===== config.mk =====
export PLATFORM = sky130hd
export DESIGN_NAME = serial_frame_deframer_checksum
export DESIGN_NICKNAME = d
export VERILOG_FILES = /design/src/rtl/core/sfd_pkg.sv /design/src/rtl/core/sfd_store.sv /design/src/rtl/core/sfd_parser.sv /design/src/rtl/core/sfd_drain.sv /design/src/rtl/core/serial_frame_deframer_checksum.sv
export SDC_FILE = /design/constraint.sdc
export NUM_CORES = 1
export LEC_CHECK = 0
export BUFFER_PORTS_ARGS = -buffer_cell sky130_fd_sc_hd__buf_2
export CORE_MARGIN = 10
export CORE_UTILIZATION = 62
export DETAILED_ROUTE_END_ITERATION = 16
export PLACE_DENSITY_LB_ADDON = 0.3
export REMOVE_ABC_BUFFERS = 1
export SLEW_MARGIN = 30
export SYNTH_ARGS = -nofsm -noshare
export SYNTH_HDL_FRONTEND = slang
export SYNTH_SLANG_ARGS = --single-unit

===== constraint.sdc =====
create_clock -name clock -period 6.4 [get_ports clock]
set_clock_uncertainty 0.1 [all_clocks]
set_input_delay 0.96 -clock clock [delete_from_list [all_inputs] [get_ports clock]]
set_output_delay 0.96 -clock clock [all_outputs]
set_load 0.01 [all_outputs]

===== src/rtl/core/sfd_pkg.sv =====
// Shared types, constants and helpers for the serial frame deframer.
`default_nettype none

package sfd_pkg;

   localparam int FRAME_LIMIT   = 255;
   localparam int PAYLOAD_KEEP  = 14;
   localparam int PAYLOAD_START = 5;
   localparam int STORE_AW      = $clog2(PAYLOAD_KEEP);
   localparam int FIFO_DEPTH    = 8;
   localparam int FIFO_AW       = $clog2(FIFO_DEPTH);

   localparam logic [7:0] SYNC_FIRST  = 8'h55;
   localparam logic [7:0] SYNC_SECOND = 8'hAA;
   localparam logic [7:0] FRAME_TAIL  = 8'h7D;
   localparam logic [7:0] CMD_JOINTS  = 8'h06;
   localparam logic [7:0] CMD_VERSION = 8'h09;
   localparam logic [7:0] CMD_UPGRADE = 8'h0A;
   localparam logic [7:0] TYPE_JOINTS = 8'h01;
   localparam logic [7:0] TYPE_SERVO  = 8'h02;

   localparam logic [2:0] JOINT_LAST_IDX = 3'd6;
   localparam logic [2:0] SERVO_LAST_IDX = 3'd4;

   typedef enum logic [2:0] {
      KIND_BAD     = 3'd0,
      KIND_JOINTS  = 3'd1,
      KIND_SERVO   = 3'd2,
      KIND_VERSION = 3'd3,
      KIND_UPGRADE = 3'd4,
      KIND_OTHER   = 3'd5
   } kind_type;

   typedef struct packed {
      logic     valid;
      kind_type kind;
   } frame_event_type;

   typedef struct packed {
      logic                en;
      logic [STORE_AW-1:0] addr;
      logic [7:0]          data;
   } store_wr_type;

   typedef struct packed {
      logic [STORE_AW-1:0] addr;
      logic                byte_only;
   } rd_sel_type;

   typedef struct packed {
      kind_type    kind;
      logic [2:0]  index;
      logic [15:0] value;
      logic        last;
   } result_type;

   function automatic logic [2:0] last_index(kind_type kind);
      logic [2:0] idx;
      idx = 3'd0;
      if (kind == KIND_JOINTS) begin
         idx = JOINT_LAST_IDX;
      end else if (kind == KIND_SERVO) begin
         idx = SERVO_LAST_IDX;
      end
      return idx;
   endfunction

   // Store address of the low byte of each result word.
   function automatic rd_sel_type item_sel(kind_type kind, logic [2:0] k);
      rd_sel_type s;
      s.addr      = '0;
      s.byte_only = 1'b0;
      if (kind == KIND_JOINTS) begin
         s.addr = STORE_AW'({k, 1'b0});
      end else begin
         case (k)
            3'd0: begin
               s.byte_only = 1'b1;
            end
            3'd1: begin
               s.addr = STORE_AW'(1);
            end
            3'd2: begin
               s.addr = STORE_AW'(3);
            end
            3'd3: begin
               s.addr      = STORE_AW'(5);
               s.byte_only = 1'b1;
            end
            3'd4: begin
               s.addr = STORE_AW'(6);
            end
            default: begin
               s.addr = '0;
            end
         endcase
      end
      return s;
   endfunction

endpackage

`default_nettype wire


===== src/rtl/core/sfd_store.sv =====
// Payload byte store: one write port, two registered read ports (byte and byte + 1).
`default_nettype none

module sfd_store (
   input  wire logic                           clock,
   input  wire sfd_pkg::store_wr_type          wr,
   input  wire logic [sfd_pkg::STORE_AW-1:0]   rd_addr,
   output logic [7:0]                          rd_lo,
   output logic [7:0]                          rd_hi
);

   logic [7:0] mem_ff [sfd_pkg::PAYLOAD_KEEP];
   logic [sfd_pkg::STORE_AW-1:0] rd_addr_hi;

   assign rd_addr_hi = rd_addr + sfd_pkg::STORE_AW'(1);

   always_ff @(posedge clock) begin
      if (wr.en) begin
         mem_ff[wr.addr] <= wr.data;
      end
   end

   always_ff @(posedge clock) begin
      rd_lo <= mem_ff[rd_addr];
      rd_hi <= mem_ff[rd_addr_hi];
   end

endmodule

`default_nettype wire


===== src/rtl/core/sfd_parser.sv =====
// Byte-by-byte frame parser: header, length, checksum, tail and classification.
`default_nettype none

module sfd_parser (
   input  wire logic                     clock,
   input  wire logic                     reset,
   input  wire logic                     byte_valid,
   output logic                          byte_ready,
   input  wire logic [7:0]               rx_byte,
   input  wire logic                     cfg_valid,
   input  wire logic [7:0]               cfg_data,
   input  wire logic                     drain_busy,
   output sfd_pkg::frame_event_type      evt,
   output sfd_pkg::store_wr_type         store_wr
);

   logic [7:0] count_ff, count_in;
   logic [7:0] len_ff, len_in;
   logic [7:0] type_ff, type_in;
   logic [7:0] cmd_ff, cmd_in;
   logic [7:0] sum_ff, sum_in;
   logic [7:0] check_ff, check_in;
   logic       hdr2_ff, hdr2_in;
   logic [7:0] servo_cmd_ff;

   logic       accept;
   logic [8:0] pos9;
   logic [8:0] len9;
   logic       frame_ok;

   // While a run is being read out of the store, hold off bytes that could write it
   // or finish another frame.
   assign byte_ready = !(drain_busy && (count_ff >= 8'd4));
   assign accept     = byte_valid && byte_ready;
   assign pos9       = {1'b0, count_ff};

   always_comb begin
      count_in = count_ff;
      len_in   = len_ff;
      type_in  = type_ff;
      cmd_in   = cmd_ff;
      sum_in   = sum_ff;
      check_in = check_ff;
      hdr2_in  = hdr2_ff;
      len9     = {1'b0, len_ff};
      frame_ok = 1'b0;
      evt      = '0;
      evt.kind = sfd_pkg::KIND_BAD;
      store_wr = '0;
      if (accept) begin
         if (count_ff >= 8'(sfd_pkg::FRAME_LIMIT)) begin
            count_in = '0;
         end else if (!(count_ff == 8'd0 && rx_byte != sfd_pkg::SYNC_FIRST)) begin
            if (count_ff == 8'd0) begin
               sum_in  = '0;
               hdr2_in = 1'b0;
            end
            if (count_ff == 8'd1) begin
               hdr2_in = (rx_byte == sfd_pkg::SYNC_SECOND);
            end
            if (count_ff == 8'd2) begin
               len_in = rx_byte;
               len9   = {1'b0, rx_byte};
            end
            if (count_ff == 8'd3) begin
               type_in = rx_byte;
            end
            if (count_ff == 8'd4) begin
               cmd_in = rx_byte;
            end
            if (pos9 >= 9'd3 && pos9 < len9 + 9'd3) begin
               sum_in = sum_ff + rx_byte;
            end
            if (pos9 >= 9'd3 && pos9 == len9 + 9'd3) begin
               check_in = rx_byte;
            end
            if (pos9 >= 9'(sfd_pkg::PAYLOAD_START)
                && pos9 < 9'(sfd_pkg::PAYLOAD_START + sfd_pkg::PAYLOAD_KEEP)) begin
               store_wr.en   = 1'b1;
               store_wr.addr = sfd_pkg::STORE_AW'(count_ff - 8'(sfd_pkg::PAYLOAD_START));
               store_wr.data = rx_byte;
            end
            count_in = count_ff + 8'd1;
            if (pos9 >= 9'd3 && pos9 + 9'd1 >= len9 + 9'd5) begin
               count_in  = '0;
               evt.valid = 1'b1;
               frame_ok  = hdr2_in && (rx_byte == sfd_pkg::FRAME_TAIL) && (sum_in == check_in);
               if (!frame_ok) begin
                  evt.kind = sfd_pkg::KIND_BAD;
               end else if (cmd_in == sfd_pkg::CMD_UPGRADE) begin
                  evt.kind = sfd_pkg::KIND_UPGRADE;
               end else if (cmd_in == sfd_pkg::CMD_VERSION) begin
                  evt.kind = sfd_pkg::KIND_VERSION;
               end else if (cmd_in == sfd_pkg::CMD_JOINTS) begin
                  evt.kind = (type_in == sfd_pkg::TYPE_JOINTS) ? sfd_pkg::KIND_JOINTS
                                                                : sfd_pkg::KIND_OTHER;
               end else if (cmd_in == servo_cmd_ff && type_in == sfd_pkg::TYPE_SERVO) begin
                  evt.kind = sfd_pkg::KIND_SERVO;
               end else begin
                  evt.kind = sfd_pkg::KIND_OTHER;
               end
            end
         end
      end
   end

   always_ff @(posedge clock) begin
      if (reset) begin
         count_ff     <= '0;
         len_ff       <= '0;
         type_ff      <= '0;
         cmd_ff       <= '0;
         sum_ff       <= '0;
         check_ff     <= '0;
         hdr2_ff      <= 1'b0;
         servo_cmd_ff <= '0;
      end else begin
         count_ff <= count_in;
         len_ff   <= len_in;
         type_ff  <= type_in;
         cmd_ff   <= cmd_in;
         sum_ff   <= sum_in;
         check_ff <= check_in;
         hdr2_ff  <= hdr2_in;
         if (cfg_valid) begin
            servo_cmd_ff <= cfg_data;
         end
      end
   end

endmodule

`default_nettype wire


===== src/rtl/core/sfd_drain.sv =====
// Result sequencer: reads each run out of the store and queues the result items.
`default_nettype none

module sfd_drain (
   input  wire logic                           clock,
   input  wire logic                           reset,
   input  wire sfd_pkg::frame_event_type       evt,
   output logic                                busy,
   output logic [sfd_pkg::STORE_AW-1:0]        rd_addr,
   input  wire logic [7:0]                     rd_lo,
   input  wire logic [7:0]                     rd_hi,
   output logic                                out_valid,
   input  wire logic                           out_ready,
   output sfd_pkg::result_type                 out_item
);

   logic                  busy_ff, busy_in;
   sfd_pkg::kind_type     kind_ff, kind_in;
   logic [2:0]            k_ff, k_in;

   // read stage: store data arrives in the cycle after the address
   logic                  s1_valid_ff;
   sfd_pkg::kind_type     s1_kind_ff;
   logic [2:0]            s1_idx_ff;
   logic                  s1_last_ff;
   logic                  s1_byte_only_ff;

   sfd_pkg::result_type   fifo_ff [sfd_pkg::FIFO_DEPTH];
   logic [sfd_pkg::FIFO_AW-1:0] wp_ff, rp_ff;
   logic [sfd_pkg::FIFO_AW:0]   cnt_ff, cnt_in;

   sfd_pkg::rd_sel_type   sel;
   sfd_pkg::result_type   s1_item;
   logic                  room;
   logic                  issue;
   logic                  is_last;
   logic                  push;
   logic                  pop;

   assign sel     = sfd_pkg::item_sel(kind_ff, k_ff);
   assign rd_addr = sel.addr;
   assign room    = (cnt_ff + (sfd_pkg::FIFO_AW + 1)'(s1_valid_ff))
                    < (sfd_pkg::FIFO_AW + 1)'(sfd_pkg::FIFO_DEPTH);
   assign issue   = busy_ff && room;
   assign is_last = (k_ff == sfd_pkg::last_index(kind_ff));
   assign busy    = busy_ff;

   always_comb begin
      busy_in = busy_ff;
      kind_in = kind_ff;
      k_in    = k_ff;
      if (issue) begin
         if (is_last) begin
            busy_in = 1'b0;
         end else begin
            k_in = k_ff + 3'd1;
         end
      end
      if (evt.valid) begin
         busy_in = 1'b1;
         kind_in = evt.kind;
         k_in    = '0;
      end
   end

   always_comb begin
      s1_item.kind  = s1_kind_ff;
      s1_item.index = s1_idx_ff;
      s1_item.last  = s1_last_ff;
      if (s1_kind_ff == sfd_pkg::KIND_JOINTS || s1_kind_ff == sfd_pkg::KIND_SERVO) begin
         s1_item.value = {(s1_byte_only_ff ? 8'h00 : rd_hi), rd_lo};
      end else begin
         s1_item.value = '0;
      end
   end

   assign push      = s1_valid_ff;
   assign out_valid = (cnt_ff != '0);
   assign pop       = out_valid && out_ready;
   assign out_item  = fifo_ff[rp_ff];

   always_comb begin
      cnt_in = cnt_ff;
      if (push && !pop) begin
         cnt_in = cnt_ff + (sfd_pkg::FIFO_AW + 1)'(1);
      end else if (pop && !push) begin
         cnt_in = cnt_ff - (sfd_pkg::FIFO_AW + 1)'(1);
      end
   end

   always_ff @(posedge clock) begin
      if (reset) begin
         busy_ff     <= 1'b0;
         kind_ff     <= sfd_pkg::KIND_BAD;
         k_ff        <= '0;
         s1_valid_ff <= 1'b0;
         wp_ff       <= '0;
         rp_ff       <= '0;
         cnt_ff      <= '0;
      end else begin
         busy_ff     <= busy_in;
         kind_ff     <= kind_in;
         k_ff        <= k_in;
         s1_valid_ff <= issue;
         cnt_ff      <= cnt_in;
         if (push) begin
            wp_ff <= wp_ff + sfd_pkg::FIFO_AW'(1);
         end
         if (pop) begin
            rp_ff <= rp_ff + sfd_pkg::FIFO_AW'(1);
         end
      end
   end

   always_ff @(posedge clock) begin
      if (issue) begin
         s1_kind_ff      <= kind_ff;
         s1_idx_ff       <= k_ff;
         s1_last_ff      <= is_last;
         s1_byte_only_ff <= sel.byte_only;
      end
      if (push) begin
         fifo_ff[wp_ff] <= s1_item;
      end
   end

endmodule

`default_nettype wire


===== src/rtl/core/serial_frame_deframer_checksum.sv =====
// Top level of the serial frame deframer with checksum.
//
// req_*: one received byte per item. Frames are 0x55 0xAA L type cmd payload sum 0x7D;
// bytes outside a frame are dropped and a frame longer than 255 bytes is discarded.
// rsp_*: result items. A completed frame gives a run of 1, 5 (servo status) or 7
// (joints) items; tlast marks the final item of each run.
// csr_*: write of the servo-status command byte; csr_ready is always high.
// Throughput: one byte per cycle while req_tready is high. The frame's last byte is
// classified in the cycle it is taken. The run's items pass the sequencer, the store
// read stage and the queue, one per cycle while the queue has room (one read each).
// While a run is still being read out of the payload store, req_tready drops for
// bytes from the fifth of a frame on, so a frame can follow closely but cannot
// overwrite the store early. An 8-entry output queue parts the result side from the
// parser, so bytes keep flowing while rsp_tready is low until the queue fills.
// Reset (synchronous) empties the queue, clears the parser and the register to 0.
`default_nettype none

module serial_frame_deframer_checksum (
   input  wire logic        clock,
   input  wire logic        reset,
   input  wire logic        req_tvalid,
   output logic             req_tready,
   input  wire logic [7:0]  req_tdata,   // [7:0] rx_byte
   output logic             rsp_tvalid,
   input  wire logic        rsp_tready,
   output logic [23:0]      rsp_tdata,   // [2:0] item_index, [18:3] item_value, zero pad
   output logic [2:0]       rsp_tuser,   // [2:0] frame_kind
   output logic             rsp_tlast,   // run_last
   input  wire logic        csr_valid,
   output logic             csr_ready,
   input  wire logic [7:0]  csr_data     // servo_status_command
);

   sfd_pkg::frame_event_type     evt;
   sfd_pkg::store_wr_type        store_wr;
   sfd_pkg::result_type          out_item;
   logic                         drain_busy;
   logic [sfd_pkg::STORE_AW-1:0] rd_addr;
   logic [7:0]                   rd_lo;
   logic [7:0]                   rd_hi;

   assign csr_ready = 1'b1;

   sfd_parser u_parser (
      .clock      (clock),
      .reset      (reset),
      .byte_valid (req_tvalid),
      .byte_ready (req_tready),
      .rx_byte    (req_tdata),
      .cfg_valid  (csr_valid),
      .cfg_data   (csr_data),
      .drain_busy (drain_busy),
      .evt        (evt),
      .store_wr   (store_wr)
   );

   sfd_store u_store (
      .clock   (clock),
      .wr      (store_wr),
      .rd_addr (rd_addr),
      .rd_lo   (rd_lo),
      .rd_hi   (rd_hi)
   );

   sfd_drain u_drain (
      .clock     (clock),
      .reset     (reset),
      .evt       (evt),
      .busy      (drain_busy),
      .rd_addr   (rd_addr),
      .rd_lo     (rd_lo),
      .rd_hi     (rd_hi),
      .out_valid (rsp_tvalid),
      .out_ready (rsp_tready),
      .out_item  (out_item)
   );

   assign rsp_tdata = {5'b0, out_item.value, out_item.index};
   assign rsp_tuser = out_item.kind;
   assign rsp_tlast = out_item.last;

endmodule

`default_nettype wire


-- Yosys cells after proc, flatten, opt, wreduce, memory -nomap -nowiden
Memories as Yosys holds them, arrays and structs flattened. A register that Yosys moved wholly into a read port is not among the register bits.
Index checks and enable logic that the tools add are counted.
Widths: inputs -> output; s select.
- flip-flop bits (word level): 83
- memory bits (writable): 296
- input port bits: 21
- output and inout port bits: 31
- word-level logic and storage cells: 162
- memories kept: 2
- $add $sub $neg: 13
- magnitude comparators: 8
- eq/ne operators: 25
- muxes and demuxes: 61
- bitwise logic cells: 3
- reduce and logical (&&, ||, !) cells: 31
- memory list (name ; words ; width ; read ports ; clocked after Yosys merged registers in ; write ports ; RTL line ; source):
    u_drain.fifo_ff ; 8 ; 23 ; 1 ; 1 ; 1 ; sfd_drain.sv:28 ; sfd_pkg::result_type fifo_ff [sfd_pkg::FIFO_DEPTH];
    u_store.mem_ff ; 14 ; 8 ; 2 ; 2 ; 1 ; sfd_store.sv:12 ; logic [7:0] mem_ff [sfd_pkg::PAYLOAD_KEEP];
- operators by type and width (operator ; number):
    $mux 8 ; 22
    $mux 13 ; 4
    $mux 3 ; 10
    $mux 4 ; 7
    $mux 9 ; 3
    $eq 8x2->1 const B ; 3
    $eq 8x1->1 const B ; 2
    $eq 8x3->1 const B ; 2
    $eq 8x4->1 const B ; 2
    $eq 8x8->1 ; 2
    $ge 8x3->1 const B ; 2
    $mux 16 ; 1
    $logic_and 1x1->1 ; 14
    $mux 1 ; 13
    $eq 3x2->1 const B ; 4
    $pmux 3 s4 ; 1
    $add 3x1->3 const B ; 3
    $add 8x1->9 const B ; 1
    $add 9x2->9 const B ; 1
    $add 9x3->9 const B ; 1
    $eq 3x1->1 const B ; 3
    $eq 8x9->1 ; 1
    $ge 9x9->1 ; 1
    $lt 8x9->1 ; 1
    27 further kinds ; 37

-- Logic depth before layout (Yosys ltp)
- depth in word-level cells: 21
- depth in mapped cells: 23
- depth with buffers taken out: 20

-- Cells and area by module
From an unflattened synthesis, not the netlist that was laid out.
- cells, all modules: 1268
- area total of the unflattened synthesis: 18451.4 um^2
- modules (own cells, without submodules) (module ; instances ; cells each ; area each (um^2) ; sequential area each (um^2)):
    sfd_drain ; 1 ; 426 ; 8399.3 ; 6185.9
    sfd_store ; 1 ; 302 ; 5701.7 ; 3683.5
    sfd_parser ; 1 ; 532 ; 4297.9 ; 1141.1
    serial_frame_deframer_checksum ; 1 ; 8 ; 52.6 ; 0.0

-- Worst setup path before layout
OpenSTA, ideal clock, no wires.
- path type: reg-to-reg
- start: reg u_parser.count_ff[0]
- end: reg u_drain.kind_ff[0]
- library setup time: 69 ps
- data arrival time: 5400 ps
- data required time: 6231 ps
- slack: 831 ps
- cell stages (with the launch flop): 24
- buffers on the path: 3
- clock period less this slack: 5569 ps
- cells stage by stage: dfxtp_1 clkbuf_1 inv_1 ha_1 or3b_2 nor2_8 buf_2 mux2i_1 ha_1 nand3b_1 o21ai_0 nand3_1 o21ai_0 ha_1 a211oi_1 o21ai_0 o221a_2 o21ai_1 clkbuf_1 a21oi_1 or3_1 a22o_1 or4_4 o21ai_1
- longest elaborated chain between the ends: 19
- elaborated cells on any way between the ends: 65
- those cells by class: add/sub (3); order compare (5); eq/ne (11); mux (35); reduce/logical (11)
- RTL lines (element ; RTL line ; source):
    start, declared ; sfd_parser.sv:17 ; logic [7:0] count_ff, count_in;
    start signal, assigned ; sfd_parser.sv:118 ; count_ff <= count_in;
    $eq 8x2->1 ; sfd_parser.sv:61 ; if (count_ff == 8'd2) begin
    $mux 8 ; sfd_parser.sv:61 ;
    $mux 9 ; sfd_parser.sv:53 ; end else if (!(count_ff == 8'd0 && rx_byte != sfd_pkg::SYNC_FIRST)) begin
    $mux 9 ; sfd_parser.sv:51 ; if (count_ff >= 8'(sfd_pkg::FRAME_LIMIT)) begin
    $mux 9 ; sfd_parser.sv:50 ; if (accept) begin
    $add 9x2->9 ; sfd_parser.sv:71, sfd_parser.sv:74 ;
    $lt 8x9->1 / $eq 8x9->1 (equally long branches) ; sfd_parser.sv:71, sfd_parser.sv:74 ;
    $logic_and 1x1->1 (on tied branches) ; sfd_parser.sv:71, sfd_parser.sv:74 ;
    [3 not listed] ; n/a ;
    $mux 8 ; sfd_parser.sv:50 ;
    $eq 8x8->1 ; sfd_parser.sv:87 ; frame_ok = hdr2_in && (rx_byte == sfd_pkg::FRAME_TAIL) && (sum_in == check_in);
    $logic_and 1x1->1 ; sfd_parser.sv:87 ;
    $mux 3 ; sfd_parser.sv:88 ; if (!frame_ok) begin
    $mux 4 ; sfd_parser.sv:84 ; if (pos9 >= 9'd3 && pos9 + 9'd1 >= len9 + 9'd5) begin
    $mux 4 ; sfd_parser.sv:53 ;
    $mux 4 ; sfd_parser.sv:51 ;
    $mux 4 (*) ; sfd_parser.sv:50 ;
    end signal, assigned ; sfd_drain.sv:94 ; kind_ff <= sfd_pkg::KIND_BAD;
    end signal, assigned ; sfd_drain.sv:102 ; kind_ff <= kind_in;
    end, declared ; sfd_drain.sv:18 ; sfd_pkg::kind_type kind_ff, kind_in;
Every way passes the cells marked *; elsewhere a longest branch is shown, timed or not. The select of a mux whose other input is x is not followed.
A chain may end at the register's enable or synchronous reset.

-- Worst setup path in the final report
Ends and elaborated chain as after synthesis.

==> load_flow_metrics.sql <==
INSERT INTO impl_metrics (metric_group, metric, value, unit) VALUES
('outcome', 'run_status', 'finished, final reports clean', ''),
('pwr', 'peak_ir_drop_on_the_vdd_network', '0.164', 'mV'),
('yosys', 'yosys.area_share.xor_xnor', '0.0205', ''),
('global_routing', 'vias_in_the_first_global_route', '11300', ''),
('yosys', 'synth_seq_area_share', '0.601', ''),
('hold_path', 'holdCritStartpoint', 'u_parser.len_ff[0]', ''),
('yosys', 'synth_area_per_cell', '14.0', 'µm²'),
('timing', 'grt_setup_unrepaired', 'false', ''),
('global_routing', 'antenna_found_initial', '0', ''),
('floorplan', 'initial_util', '0.634', ''),
('floorplan', 'die-area', '36900', 'µm²'),
('layout', 'final_core_utilization', '0.702', ''),
('floorplan', 'design.portCount', '52', ''),
('place', 'post-dp-hpwl', '25300', 'µm'),
('cts', 'clock_tree.htree_level_count', '2', ''),
('timing', 'maxSlewHeadroom', '0.329', ''),
('critical_path', 'critPathKind', 'reg2reg', ''),
('global_routing', 'grt_use_total', '0.223', ''),
('pwr', 'p_total', '5.67', 'mW'),
('run', 'maxCapViolations', '0', ''),
('pwr', 'static-leakage-power', '7.27', 'nW'),
('yosys', 'synthDominantAreaCellType', 'sky130_fd_sc_hd__edfxtp_1', ''),
('yosys', 'synth_top_cell_area_share', '0.498', ''),
('yosys', 'synth_most_common_cell', 'sky130_fd_sc_hd__edfxtp_1', ''),
('critical_path', 'critPathMostFrequentCell', 'sky130_fd_sc_hd__ha_1', ''),
('cts', 'postCtsHoldBufs', '0', ''),
('yosys', 'yosysWarnings', '0', ''),
('yosys', 'synth_compound_area_frac', '0.0542', ''),
('layout', 'antenna_cells', '0', ''),
('layout', 'biggestRegsByFlops', 'u_drain.fifo_ff (184), u_store.mem_ff (112)', ''),
('global_routing', 'grt_remaining_overflow', '0', ''),
('layout', 'number_of_flip_flops_in_the_largest_register', '184', ''),
('timing', 'actual_slew_at_the_worst_max_slew_pin', '1.00', 'ns'),
('timing', 'post-route-min-period', '5.95', 'ns'),
('yosys', 'number_of_enable_flip_flop_cells_after_synthesis', '304', ''),
('critical_path', 'cp_endpoint_kind', 'flop', ''),
('pwr', 'pwr-share-seq', '0.497', ''),
('cts', 'cts-buffers-inserted', '40', ''),
('cts', 'cts_root_buf', 'sky130_fd_sc_hd__clkbuf_16', ''),
('critical_path', 'setup.worst_path.start_class', 'flop', ''),
('place', 'port_buffers', '45', ''),
('pwr', 'sw_frac_of_total', '0.222', ''),
('timing', 'timing.final.setup_violations', '0', ''),
('place', 'globalplace.congestion', '0.896', ''),
('yosys', 'asyncSetResetFlopFracSynth', '0', ''),
('yosys', 'synth.area.mux_share', '0.171', ''),
('yosys', 'synth.cells.most_frequent', 'sky130_fd_sc_hd__edfxtp_1, sky130_fd_sc_hd__nor2_1, sky130_fd_sc_hd__dfxtp_1, sky130_fd_sc_hd__mux4_2, sky130_fd_sc_hd__nand2_1', ''),
('critical_path', 'timing.critical_path.fanout_max', '12', ''),
('route', 'detail_route.iter0.violations', '1140', ''),
('critical_path', 'setup.reg_to_reg.worst_slack', '0.45', 'ns'),
('layout', 'design.final.nets', '1425', ''),
('critical_path', 'crit_slowest_cell', 'sky130_fd_sc_hd__or3b_2', ''),
('hold_path', 'hold_path_end', 'u_parser.len_ff[0]', ''),
('critical_path', 'critical_path_required', '6.75', 'ns'),
('hold_path', 'min_path_cells', '2', ''),
('floorplan', 'die-height', '192', 'µm'),
('yosys', 'synth_area_leaders', 'sky130_fd_sc_hd__edfxtp_1, sky130_fd_sc_hd__mux4_2, sky130_fd_sc_hd__dfxtp_1', ''),
('cts', 'worst_setup_hold_path_clk_slew', '0.06', 'ns'),
('yosys', 'top_flip_flop_cell_by_instance_count_after_synthesis', 'sky130_fd_sc_hd__edfxtp_1', ''),
('layout', 'drive_gt1_frac', '0.202', ''),
('cts', 'tritoncts_num_sinks', '398', ''),
('pwr', 'power_switching', '1.26', 'mW'),
('critical_path', 'crit_arrival', '6.30', 'ns'),
('yosys', 'post_syn_instances', '1313', ''),
('yosys', 'ys_ff_latch', '398', ''),
('layout', 'largest_register', 'u_drain.fifo_ff', ''),
('route', 'dr_wl_cell', '23.0', 'µm'),
('pwr', 'clk_network_pwr_share', '0.400', ''),
('route', 'drcViolationCount', '0', ''),
('hold_path', 'hold_class', 'reg2reg', ''),
('yosys', 'post_synth_and_or_nand_nor_area_fraction', '0.0990', '');
## power by group through the flow
stage | clock, mW | sequential, mW | combinational (mW)
2_1_floorplan | 0 | 2.91 | 0.383
3_3_place_gp | 0 | 2.92 | 0.513
3_5_place_dp | 0 | 2.92 | 0.522
4_1_cts | 2.29 | 2.87 | 0.533
5_1_grt | 2.39 | 2.83 | 0.644
6_report | 2.27 | 2.82 | 0.587
## layout by cell type, fill, tap and decap left out, drive strengths merged, types with 5 or more instances in the layout
master,netlist,final
edfxtp,304,304
nor2,119,119
mux4,94,94
dfxtp,94,94
nand2,90,90
mux2i,74,74
buf,25,72
a21oi,57,57
clkbuf,47,50
o21ai,48,48
ha,43,43
nor3,42,42
mux2,25,25
and2,24,24
xor2,24,24
inv,23,24
xnor2,19,19
nand3,18,18
nand2b,14,14
nor2b,14,14
a211oi,13,13
clkinv,0,11
or3,10,10
nand4,9,9
and3,7,7
nor4,7,7
nand3b,6,6
o211ai,6,6
conb,2,6
o22ai,6,6
a22oi,5,5
## cell families after synthesis
kind of cell             Yosys count
adder cells (fa/ha/maj)           45
other                              2
flip-flops                       398
XOR/XNOR                          43
buffers and inverters             95
multiplexers                     193
AO/OA/AOI/OAI                    165
AND/OR/NAND/NOR                  372
## worst max-delay path, delay by kind of cell, from the launching register on
kind / cells / cell delay (ns)
mux: 2 / 0.46
simple gates: 8 / 2.32
buf+inv: 2 / 0.45
compound gates: 5 / 1.24
flops: 1 / 0.44
fa+ha+maj: 3 / 0.86
## per-layer routing
metal	share of wire	GRT usage	wire, µm	up-vias
met3	0.058	0.0312	2370	66
met2	0.52	0.390	21200	403
met5	0	0	0	-
li1	-	-	-	5094
met4	0.020	0.0634	818	0
met1	0.40	0.285	16300	5581
## area by class of cell
type / instances / area (µm²)
flip-flops and latches: 398 / 11000
fillers: 1829 / 8640
multi-input cells: 824 / 7000
clock buffers: 50 / 1050
well taps: 384 / 480
repair buffers: 72 / 448
clock inverters: 20 / 218
inverters: 23 / 86.3
## stage by stage
stage	cells	hold WS, ns	setup WS (ns)	area (µm²)
2_1_floorplan	1245	0.325	0.291	18000
3_3_place_gp	1700	0.352	0.587	19000
3_5_place_dp	1700	0.357	0.520	19000
4_1_cts	1770	0.365	0.511	20300
5_1_grt	1771	0.389	0.0969	20300
6_report	1771	0.374	0.446	20300
## worst max path at each step
| stage | slack [ns] | cells past startpoint | to | startpoint |
|---|---|---|---|---|
| after detailed placement | 0.52 | 20 | u_drain.kind_ff[0] | u_parser.count_ff[0] |
| final | 0.45 | 20 | u_drain.kind_ff[0] | u_parser.count_ff[0] |
| after global routing | 0.1 | 21 | u_drain.kind_ff[0] | u_parser.count_ff[0] |
| after floorplan | 0.29 | 12 | u_store.rd_hi[0] | u_drain.k_ff[0] |
| after global placement | 0.59 | 20 | u_drain.kind_ff[0] | u_parser.count_ff[0] |
| after CTS | 0.51 | 20 | u_drain.kind_ff[0] | u_parser.count_ff[0] |
(Power assumes the default switching activity.)
